`src/sv/mpfc_pkg.sv`:
```
// Shared types and constants of the multichannel pulse frequency counter.
package mpfc_pkg;

  localparam int unsigned CHANNELS = 8;
  localparam int unsigned CH_IDX_W = (CHANNELS > 1) ? $clog2(CHANNELS) : 1;

  localparam int unsigned RATE_W      = 20;
  localparam logic [RATE_W-1:0] RATE_SCALE = RATE_W'(1000000);
  localparam int unsigned PROD_W      = 32 + RATE_W;
  localparam int unsigned DIV_CNT_W   = $clog2(PROD_W);

  localparam logic [31:0] STATE_INTERVAL_RESET = 32'd200000;

  localparam logic [1:0] CMD_EDGE     = 2'd0;
  localparam logic [1:0] CMD_POLL     = 2'd1;
  localparam logic [1:0] CMD_PERIODIC = 2'd2;

  localparam logic KIND_STATE    = 1'b0;
  localparam logic KIND_PERIODIC = 1'b1;

  typedef struct packed {
    logic [1:0]  cmd;
    logic [2:0]  channel;
    logic [31:0] time_now_us;
    logic        pin_level;
  } item_t;

  typedef struct packed {
    logic [2:0]  report_channel;
    logic        report_kind;
    logic        active;
    logic        rate_valid;
    logic        zero_interval;
    logic [31:0] edge_rate_half_hz;
    logic [30:0] pulse_count;
  } report_t;

  typedef enum logic [2:0] {
    ST_IDLE,
    ST_EVAL,
    ST_MUL,
    ST_DIV,
    ST_SAT,
    ST_SEND
  } state_t;

endpackage

```
`src/sv/multichannel_pulse_frequency_counter_core.sv`:
```
// Per-channel edge counter with state reports and edge rate measurement.
//
// Each request names a channel and a command: an edge bumps the channel's edge count and
// sets its change flag, a state poll reports the active-low pin level at most once per
// min_state_interval_us and only after an edge, and a periodic request reports the edge
// rate in half-hertz units since the previous periodic report plus the pulse count. The
// block takes one request at a time. An edge, a poll that gives no report and an unused
// command pass through accept and evaluate. A poll that reports, and a periodic request
// whose elapsed time is zero or wrapped, pass through accept, evaluate and hand-off to the
// output register. A periodic report with a nonzero elapsed time also passes through
// multiply, divide and saturate steps: the edge delta is multiplied by one million, then a
// shared restoring divider produces one quotient bit per cycle over the 52-bit product,
// and the result is saturated to 32 bits. The hand-off waits while the output register
// still holds a stalled report. Finished reports wait in the output register, so a new
// request is taken while a report is still stalled.
module multichannel_pulse_frequency_counter_core
  import mpfc_pkg::*;
(
  input  logic        clk,
  input  logic        rst,
  input  logic        item_valid,
  output logic        item_stall,
  input  item_t       item,
  output logic        report_valid,
  input  logic        report_stall,
  output report_t     report,
  input  logic        cfg_wr_en,
  input  logic [31:0] cfg_wr_data
);

  state_t state, state_next;

  logic [31:0] edge_count           [CHANNELS];
  logic        change_pending       [CHANNELS];
  logic [31:0] last_state_time      [CHANNELS];
  logic [31:0] last_periodic_time   [CHANNELS];
  logic [31:0] count_at_last_report [CHANNELS];
  logic [31:0] min_state_interval_us;

  item_t                cur;
  report_t              res;
  logic [31:0]          diff;
  logic [31:0]          delta;
  logic [PROD_W-1:0]    num;
  logic [31:0]          rem;
  logic [DIV_CNT_W-1:0] cnt;

  logic [CH_IDX_W-1:0] idx;
  logic                chan_ok;
  logic [31:0]         stamp;
  logic [32:0]         sub_w;
  logic                behind;
  logic [31:0]         elapsed;
  logic                too_early;
  logic                poll_ok;
  logic                periodic_ok;
  logic                accept;
  logic                slot_free;
  logic [32:0]         trial;
  logic [32:0]         rem_shift;

  assign accept    = item_valid && !item_stall;
  assign slot_free = !report_valid || !report_stall;

  // Evaluation compares the addressed stamp once; the subtract borrow flags a time wrap.
  assign idx       = CH_IDX_W'(cur.channel);
  assign chan_ok   = 32'(cur.channel) < CHANNELS;
  assign stamp     = (cur.cmd == CMD_POLL) ? last_state_time[idx] : last_periodic_time[idx];
  assign sub_w     = {1'b0, cur.time_now_us} - {1'b0, stamp};
  assign behind    = sub_w[32];
  assign elapsed   = sub_w[31:0];
  assign too_early = elapsed < min_state_interval_us;
  assign poll_ok   = change_pending[idx] && !behind && !too_early;
  assign periodic_ok = !behind && (elapsed != 32'd0);

  // One restoring divide step: bring down the next dividend bit and try the subtract.
  assign rem_shift = {rem, num[PROD_W-1]};
  assign trial     = rem_shift - {1'b0, delta};

  always_ff @(posedge clk) begin
    if (rst) begin
      state <= ST_IDLE;
    end else begin
      state <= state_next;
    end
  end

  always_comb begin
    state_next = state;
    item_stall = (state != ST_IDLE);
    unique case (state)
      ST_IDLE: begin
        if (accept) begin
          state_next = ST_EVAL;
        end
      end
      ST_EVAL: begin
        state_next = ST_IDLE;
        if (chan_ok) begin
          priority case (cur.cmd)
            CMD_POLL: begin
              if (poll_ok) begin
                state_next = ST_SEND;
              end
            end
            CMD_PERIODIC: begin
              state_next = periodic_ok ? ST_MUL : ST_SEND;
            end
            default: state_next = ST_IDLE;
          endcase
        end
      end
      ST_MUL: state_next = ST_DIV;
      ST_DIV: begin
        if (cnt == '0) begin
          state_next = ST_SAT;
        end
      end
      ST_SAT: state_next = ST_SEND;
      ST_SEND: begin
        if (slot_free) begin
          state_next = ST_IDLE;
        end
      end
      default: state_next = ST_IDLE;
    endcase
  end

  // Channel state and configuration.
  always_ff @(posedge clk) begin
    if (rst) begin
      for (int i = 0; i < CHANNELS; i++) begin
        edge_count[i]           <= '0;
        change_pending[i]       <= 1'b0;
        last_state_time[i]      <= '0;
        last_periodic_time[i]   <= '0;
        count_at_last_report[i] <= '0;
      end
      min_state_interval_us <= STATE_INTERVAL_RESET;
    end else begin
      if (cfg_wr_en) begin
        min_state_interval_us <= cfg_wr_data;
      end
      if (state == ST_EVAL && chan_ok) begin
        priority case (cur.cmd)
          CMD_EDGE: begin
            change_pending[idx] <= 1'b1;
            edge_count[idx]     <= edge_count[idx] + 32'd1;
          end
          CMD_POLL: begin
            if (change_pending[idx] && (behind || !too_early)) begin
              last_state_time[idx] <= cur.time_now_us;
            end
            if (poll_ok) begin
              change_pending[idx] <= 1'b0;
            end
          end
          CMD_PERIODIC: begin
            if (behind || periodic_ok) begin
              last_periodic_time[idx] <= cur.time_now_us;
            end
            if (periodic_ok) begin
              count_at_last_report[idx] <= edge_count[idx];
            end
          end
          default: ;
        endcase
      end
    end
  end

  // Request capture, report build and the shared multiply/divide datapath.
  always_ff @(posedge clk) begin
    if (accept) begin
      cur <= item;
    end
    unique case (state)
      ST_EVAL: begin
        res.report_channel    <= cur.channel;
        res.report_kind       <= (cur.cmd == CMD_POLL) ? KIND_STATE : KIND_PERIODIC;
        res.active            <= ~cur.pin_level;
        res.rate_valid        <= (cur.cmd == CMD_PERIODIC) && periodic_ok;
        res.zero_interval     <= (cur.cmd == CMD_PERIODIC) && !behind && (elapsed == 32'd0);
        res.edge_rate_half_hz <= '0;
        res.pulse_count       <= ((cur.cmd == CMD_PERIODIC) && periodic_ok) ?
                                 edge_count[idx][31:1] : '0;
        diff  <= edge_count[idx] - count_at_last_report[idx];
        delta <= elapsed;
      end
      ST_MUL: begin
        num <= PROD_W'(diff) * PROD_W'(RATE_SCALE);
        rem <= '0;
        cnt <= DIV_CNT_W'(PROD_W - 1);
      end
      ST_DIV: begin
        // The dividend shifts out at the top while quotient bits fill in at the bottom.
        if (!trial[32]) begin
          rem <= trial[31:0];
          num <= {num[PROD_W-2:0], 1'b1};
        end else begin
          rem <= rem_shift[31:0];
          num <= {num[PROD_W-2:0], 1'b0};
        end
        cnt <= cnt - DIV_CNT_W'(1);
      end
      ST_SAT: begin
        res.edge_rate_half_hz <= (|num[PROD_W-1:32]) ? '1 : num[31:0];
      end
      default: ;
    endcase
  end

  // Output register.
  always_ff @(posedge clk) begin
    if (rst) begin
      report_valid <= 1'b0;
    end else if (state == ST_SEND && slot_free) begin
      report_valid <= 1'b1;
    end else if (!report_stall) begin
      report_valid <= 1'b0;
    end
  end

  always_ff @(posedge clk) begin
    if (state == ST_SEND && slot_free) begin
      report <= res;
    end
  end

endmodule

```
`config.mk`:
```
export PLATFORM = sky130hd
export DESIGN_NAME = multichannel_pulse_frequency_counter_core
export DESIGN_NICKNAME = d
export VERILOG_FILES = /design/src/sv/mpfc_pkg.sv /design/src/sv/multichannel_pulse_frequency_counter_core.sv
export SDC_FILE = /design/constraint.sdc
export NUM_CORES = 2
export LEC_CHECK = 0
export BUFFER_PORTS_ARGS = -buffer_cell sky130_fd_sc_hd__buf_2
export CAP_MARGIN = 20
export CORE_MARGIN = 1
export CORE_UTILIZATION = 68
export CTS_CLUSTER_SIZE = 8
export DETAILED_ROUTE_END_ITERATION = 7
export MAX_ROUTING_LAYER = met4
export PLACE_DENSITY = 0.93
export SYNTH_ARGS = -nofsm -noshare
export SYNTH_HDL_FRONTEND = slang
export SYNTH_SLANG_ARGS = --single-unit
```
`constraint.sdc`:
```
create_clock -name clk -period 24.1 [get_ports clk]
set_input_delay 3.615 -clock clk [delete_from_list [all_inputs] [get_ports clk]]
set_output_delay 3.615 -clock clk [all_outputs]
set_load 0.01 [all_outputs]
```
Word-level counts from Yosys, hierarchy flattened

Memories as Yosys holds them, arrays and structs flattened. A register that Yosys moved wholly into a read port is not among the register bits.
Cells that the tools add are included.

Register bits after elaboration: 368
Memory bits (writable): 1032
Bits of input ports: 75
Output and inout port bits: 72
Logic and storage cells: 148
Memories: 5

Memory list:

| memory               | depth | width | read ports | clocked after Yosys merged registers in | wr ports | RTL line                                        | RTL |
|---|---|---|---|---|---|---|---|
| count_at_last_report | 8     | 32    | 1          | 1                                       | 8        | multichannel_pulse_frequency_counter_core.sv:37 | `logic [31:0] count_at_last_report [CHANNELS];` |
| edge_count           | 8     | 32    | 1          | 1                                       | 8        | multichannel_pulse_frequency_counter_core.sv:33 | `logic [31:0] edge_count [CHANNELS];` |
| last_periodic_time   | 8     | 32    | 1          | 1                                       | 8        | multichannel_pulse_frequency_counter_core.sv:36 | `logic [31:0] last_periodic_time [CHANNELS];` |
| last_state_time      | 8     | 32    | 1          | 1                                       | 8        | multichannel_pulse_frequency_counter_core.sv:35 | `logic [31:0] last_state_time [CHANNELS];` |
| change_pending       | 8     | 1     | 1          | 1                                       | 8        | multichannel_pulse_frequency_counter_core.sv:34 | `logic change_pending [CHANNELS];` |

Add/sub/neg operators: 5
Multipliers: 1
Order comparisons: 1
Eq/ne operators: 11
Muxes and demuxes: 65
Bitwise gates (word level): 2
Reduce and logical (&&, ||, !) cells: 32

Operator list:

| kind                                                 | count |
|---|---|
| 2-to-1 mux 32 bit                                    | 7 |
| one-hot mux 32 bit (2 select lines)                  | 2 |
| OR reduction 32 bit                                  | 4 |
| one-hot mux 52 bit (2 select lines)                  | 1 |
| multiplier 32 x 14 -> 46 bit (second input constant) | 1 |
| 2-to-1 mux 3 bit                                     | 15 |
| 2-to-1 mux 1 bit                                     | 37 |
| subtractor 32 x 32 -> 33 bit                         | 1 |
| subtractor 33 x 32 -> 33 bit                         | 1 |
| adder 32 x 1 -> 32 bit (second input constant)       | 1 |
| logical NOT 32 bit                                   | 1 |
| less-than comparator 32 bit                          | 1 |
| nonzero test 32 bit                                  | 1 |
| subtractor 32 bit                                    | 1 |
| OR reduction 20 bit                                  | 1 |
| one-hot mux 3 bit (6 select lines)                   | 1 |
| one-hot mux 6 bit (2 select lines)                   | 1 |
| logical AND 1 bit                                    | 9 |
| equality test 3 x 2 -> 1 bit (second input constant) | 2 |
| equality test 3 bit (second input constant)          | 2 |
| logical NOT 6 bit                                    | 1 |
| inequality test 2 bit (second input constant)        | 3 |
| one-hot mux 3 bit (2 select lines)                   | 1 |
| subtractor 6 x 1 -> 6 bit (second input constant)    | 1 |
| 14 further kinds                                     | 21 |

Longest topological paths before layout

Word-level depth: 14
Mapped depth: 31
Mapped depth without buffers: 24

Least setup slack after synthesis

OpenSTA, ideal clock, no wires.

Path type: reg2reg
From: register (tool-made name)
To: memory last_state_time[0][0] (enable)
Setup time: 466 ps
Arrival: 9258 ps
Data required time: 23634 ps
Path slack: 14377 ps
Stages on the path, launching flop included: 28
Buffers on the path: 9
Period minus slack after synthesis: 9723 ps
Cell sequence: dfxtp_1 -> buf_2 -> buf_4 -> buf_4 -> buf_2 -> buf_2 -> clkbuf_1 -> clkbuf_1 -> mux4_2 -> mux4_2 -> inv_1 -> ha_1 -> a21o_1 -> or3_1 -> o21a_4 -> a41o_1 -> or3_1 -> and2_1 -> ha_1 -> nand4_1 -> or2_2 -> o221a_2 -> o211ai_1 -> a21o_1 -> o211ai_1 -> clkbuf_1 -> clkbuf_1 -> o21ai_0

RTL lines:

| element          | RTL line |
|---|---|
| end: declaration | multichannel_pulse_frequency_counter_core.sv:35 |

==> flow_summary.ini <==
[synth]
yosysWarnings = 0
synth_cell_types = 81
synth_area_sq_um = 71800
syn_nets = 5789
ys_seq_elements = 1403
yosysSeqAreaShare_pct = 58.2
synth_area_per_cell_sq_um = 13.6
ys.flop_type = edfxtp_1
synthCells = 5291
synth_edf_count = 1364
ys_async_sr_fraction_pct = 0

[detailed_routing]
ant_nets = 0
drc = 97
wl_per_cell_um = 32.6
wirelength_mm = 225
dr_total_vias = 51300
drt_iter0_drc = 10600
viasPerCell = 7.44
first_pass_iters = 8

[cts]
clockBufferDepth = 3
postCtsHoldBufs = 0
root_buffer = clkbuf_16
cts_sinks = 1403
cts_resized = 0
clk_pin_slew_ns = 0.05
cts-buffers-inserted = 194
cts_tree = built
clkLatencyLatePin_ns = 0.83
post_cts_buffers = 0
cts_htree_levels = 4

[sta]
tns_ns = 0
fmax_mhz = 108
relSlewSlack_pct = 19.2
tightest_slew_ns = 1.21
fin_crit_sh_pct = 38.5
finalHoldViolCount = 0
setup_violations = 0
rsz0062_at_grt = no
period_minus_slack_ns = 9.27
drv_slew = 0
skew_ns = 0.0692

[final_layout]
final_cells = 6888
synthToLayoutAreaGrowth_pct = 10.7
final_layout_size_suffix_gt1_share_pct = 15.5
nFillCells = 4962
nets = 5941

[status]
failed_checks = DRC
status = finished with violations

[setup_path]
arrival_ns = 9.75
cp_max_fo = 40
crit_required_ns = 24.58
crit_type = register to register
endpoint_kind = register
cp-start-kind = register

[floorplan]
dieArea_sq_um = 107000
fp-row-count = 118
die_y_um = 327
io_pins = 147
core_sq_um = 104000
die_w_um = 327
initial_core_util_pct = 69.0

[global_routing]
grt_pass1_vias = 51300
gr-total-overflow = 0
antenna_found_initial = 14
grt_max_degree = 91
groute.usage.overall_pct = 42.1
grt_pass1_wl_mm = 320

[hold_path]
hold_path.class = register to register

[place]
gp_congestion = 0.931
port_buffers = 146
place_inst = 6611
hpwlAfterDp_mm = 119

[run]
cap_violations = 0
[synthesized netlist by cell type (all sizes together), types with 71 or more instances]
library cell	number	area share, %
a21o	71	0.74
clkbuf	235	1.2
buf	72	0.71
fa	138	3.8
edfxtp	1364	57
mux4	290	9.1
nor2	760	4.0
and2	494	4.3
mux2i	116	1.6
inv	357	1.9
o21ai	106	0.74
nand2	149	0.79
xnor2	96	1.2
ha	285	5.0
a21oi	150	1.0
[final cells by class]
type                            count  area, sq um  share of cell area (%)
Clock inverter                     15          305                   0.384
Timing Repair Buffer              263         1770                    2.22
Tap cell                         1380         1730                    2.17
Multi-Input combinational cell   3221        27500                    34.6
Inverter                          360         1350                    1.70
Antenna cell                       19         47.5                  0.0598
Sequential cell                  1403        41800                    52.5
Clock buffer                      227         5030                    6.33
[layer usage]
| metal | track usage (%) | share of wire (%) | up-vias |
|---|---|---|---|
| met5 | - | 0 | - |
| met4 | 26.5 | 8.3 | 0 |
| met3 | 14.2 | 17 | 1779 |
| met2 | 62.7 | 45 | 6191 |
| met1 | 49.5 | 30 | 23900 |
| li1 | - | - | 19400 |
[registers in the layout (all words and copies together) (netlist names), named ones only]
name	cells
change_pending	8
report_valid	1
cnt	6
state	3
rem	32
last_state_time	256
delta	32
cur	35
last_periodic_time	256
count_at_last_report	256
min_state_interval_us	32
idx	3
res	70
num	52
report	70
edge_count	256
diff	32
[through the flow]
step                setup WS (ns)  instance area, sq um  hold WS (ns)  util (%)
floorplan                   14.38                 71800         0.400         -
global placement            15.82                 73800         0.400      70.9
detailed placement          15.60                 73900         0.405      71.0
CTS                         15.19                 79200         0.388      76.1
global route                14.68                 79500         0.398      76.4
finish                      14.83                 79500         0.389      76.4
[placed cells by master, fill, tap and decap left out, drive strengths merged, types with 25 or more instances in the layout]
master and count:
edfxtp 1364, nor2 760, and2 494, inv 362, mux4 290, ha 285, buf 263, clkbuf 227
a21oi 150, nand2 149, fa 138, mux2i 116, o21ai 106, xnor2 96, a21o 71, o21a 61
nor3 61, xor2 45, nand3 43, dfxtp 39, nor4 33, nand4 33, nor2b 25
[critical path, stage by stage, from the launching register on]
cell and delay (ns):
dfxtp_4 0.71, buf_4 0.70, buf_4 0.79, mux4_2 0.68, mux4_2 0.53, inv_1 0.09, ha_1 0.30, a21o_1 0.21
or3_1 0.33, o21a_4 0.24, a41o_1 0.29, or3_1 0.33, and2_1 0.22, ha_1 0.31, nand4_1 0.14, or2_2 0.32
o221a_2 0.29, o211ai_1 0.25, a21o_1 0.23, nand2_1 0.09, nor2_1 0.60, and2_0 0.51, nor2_1 0.29, o21ai_0 0.36
[final timing paths]
kind | to | slack (ns) | cells after the start | from
max reg2reg | change_pending[3] | 14.83 | 23 | register
min | report[49] | 0.39 | 0 | res[49]
min reg2reg | report[49] | 0.39 | 0 | res[49]
max | change_pending[3] | 14.83 | 23 | register
[logic make-up (layout without fill, tap and decap cells)]
logic type / count (synthesis) / in the layout / synth area share [%]
AND/OR/NAND/NOR: 1704 / 1704 / 11.8
XOR/XNOR: 141 / 141 / 1.72
multiplexers: 410 / 410 / 10.8
adder cells (fa/ha/maj): 423 / 423 / 8.82
buffers and inverters: 667 / 865 / 3.82
flip-flops: 1403 / 1403 / 58.2
other: 0 / 19 / 0
AO/OA/AOI/OAI: 543 / 543 / 4.93
Power is left out: the tool's default activity adds up to more than one toggle a clock period on the data nets, which glitch-free logic cannot reach.
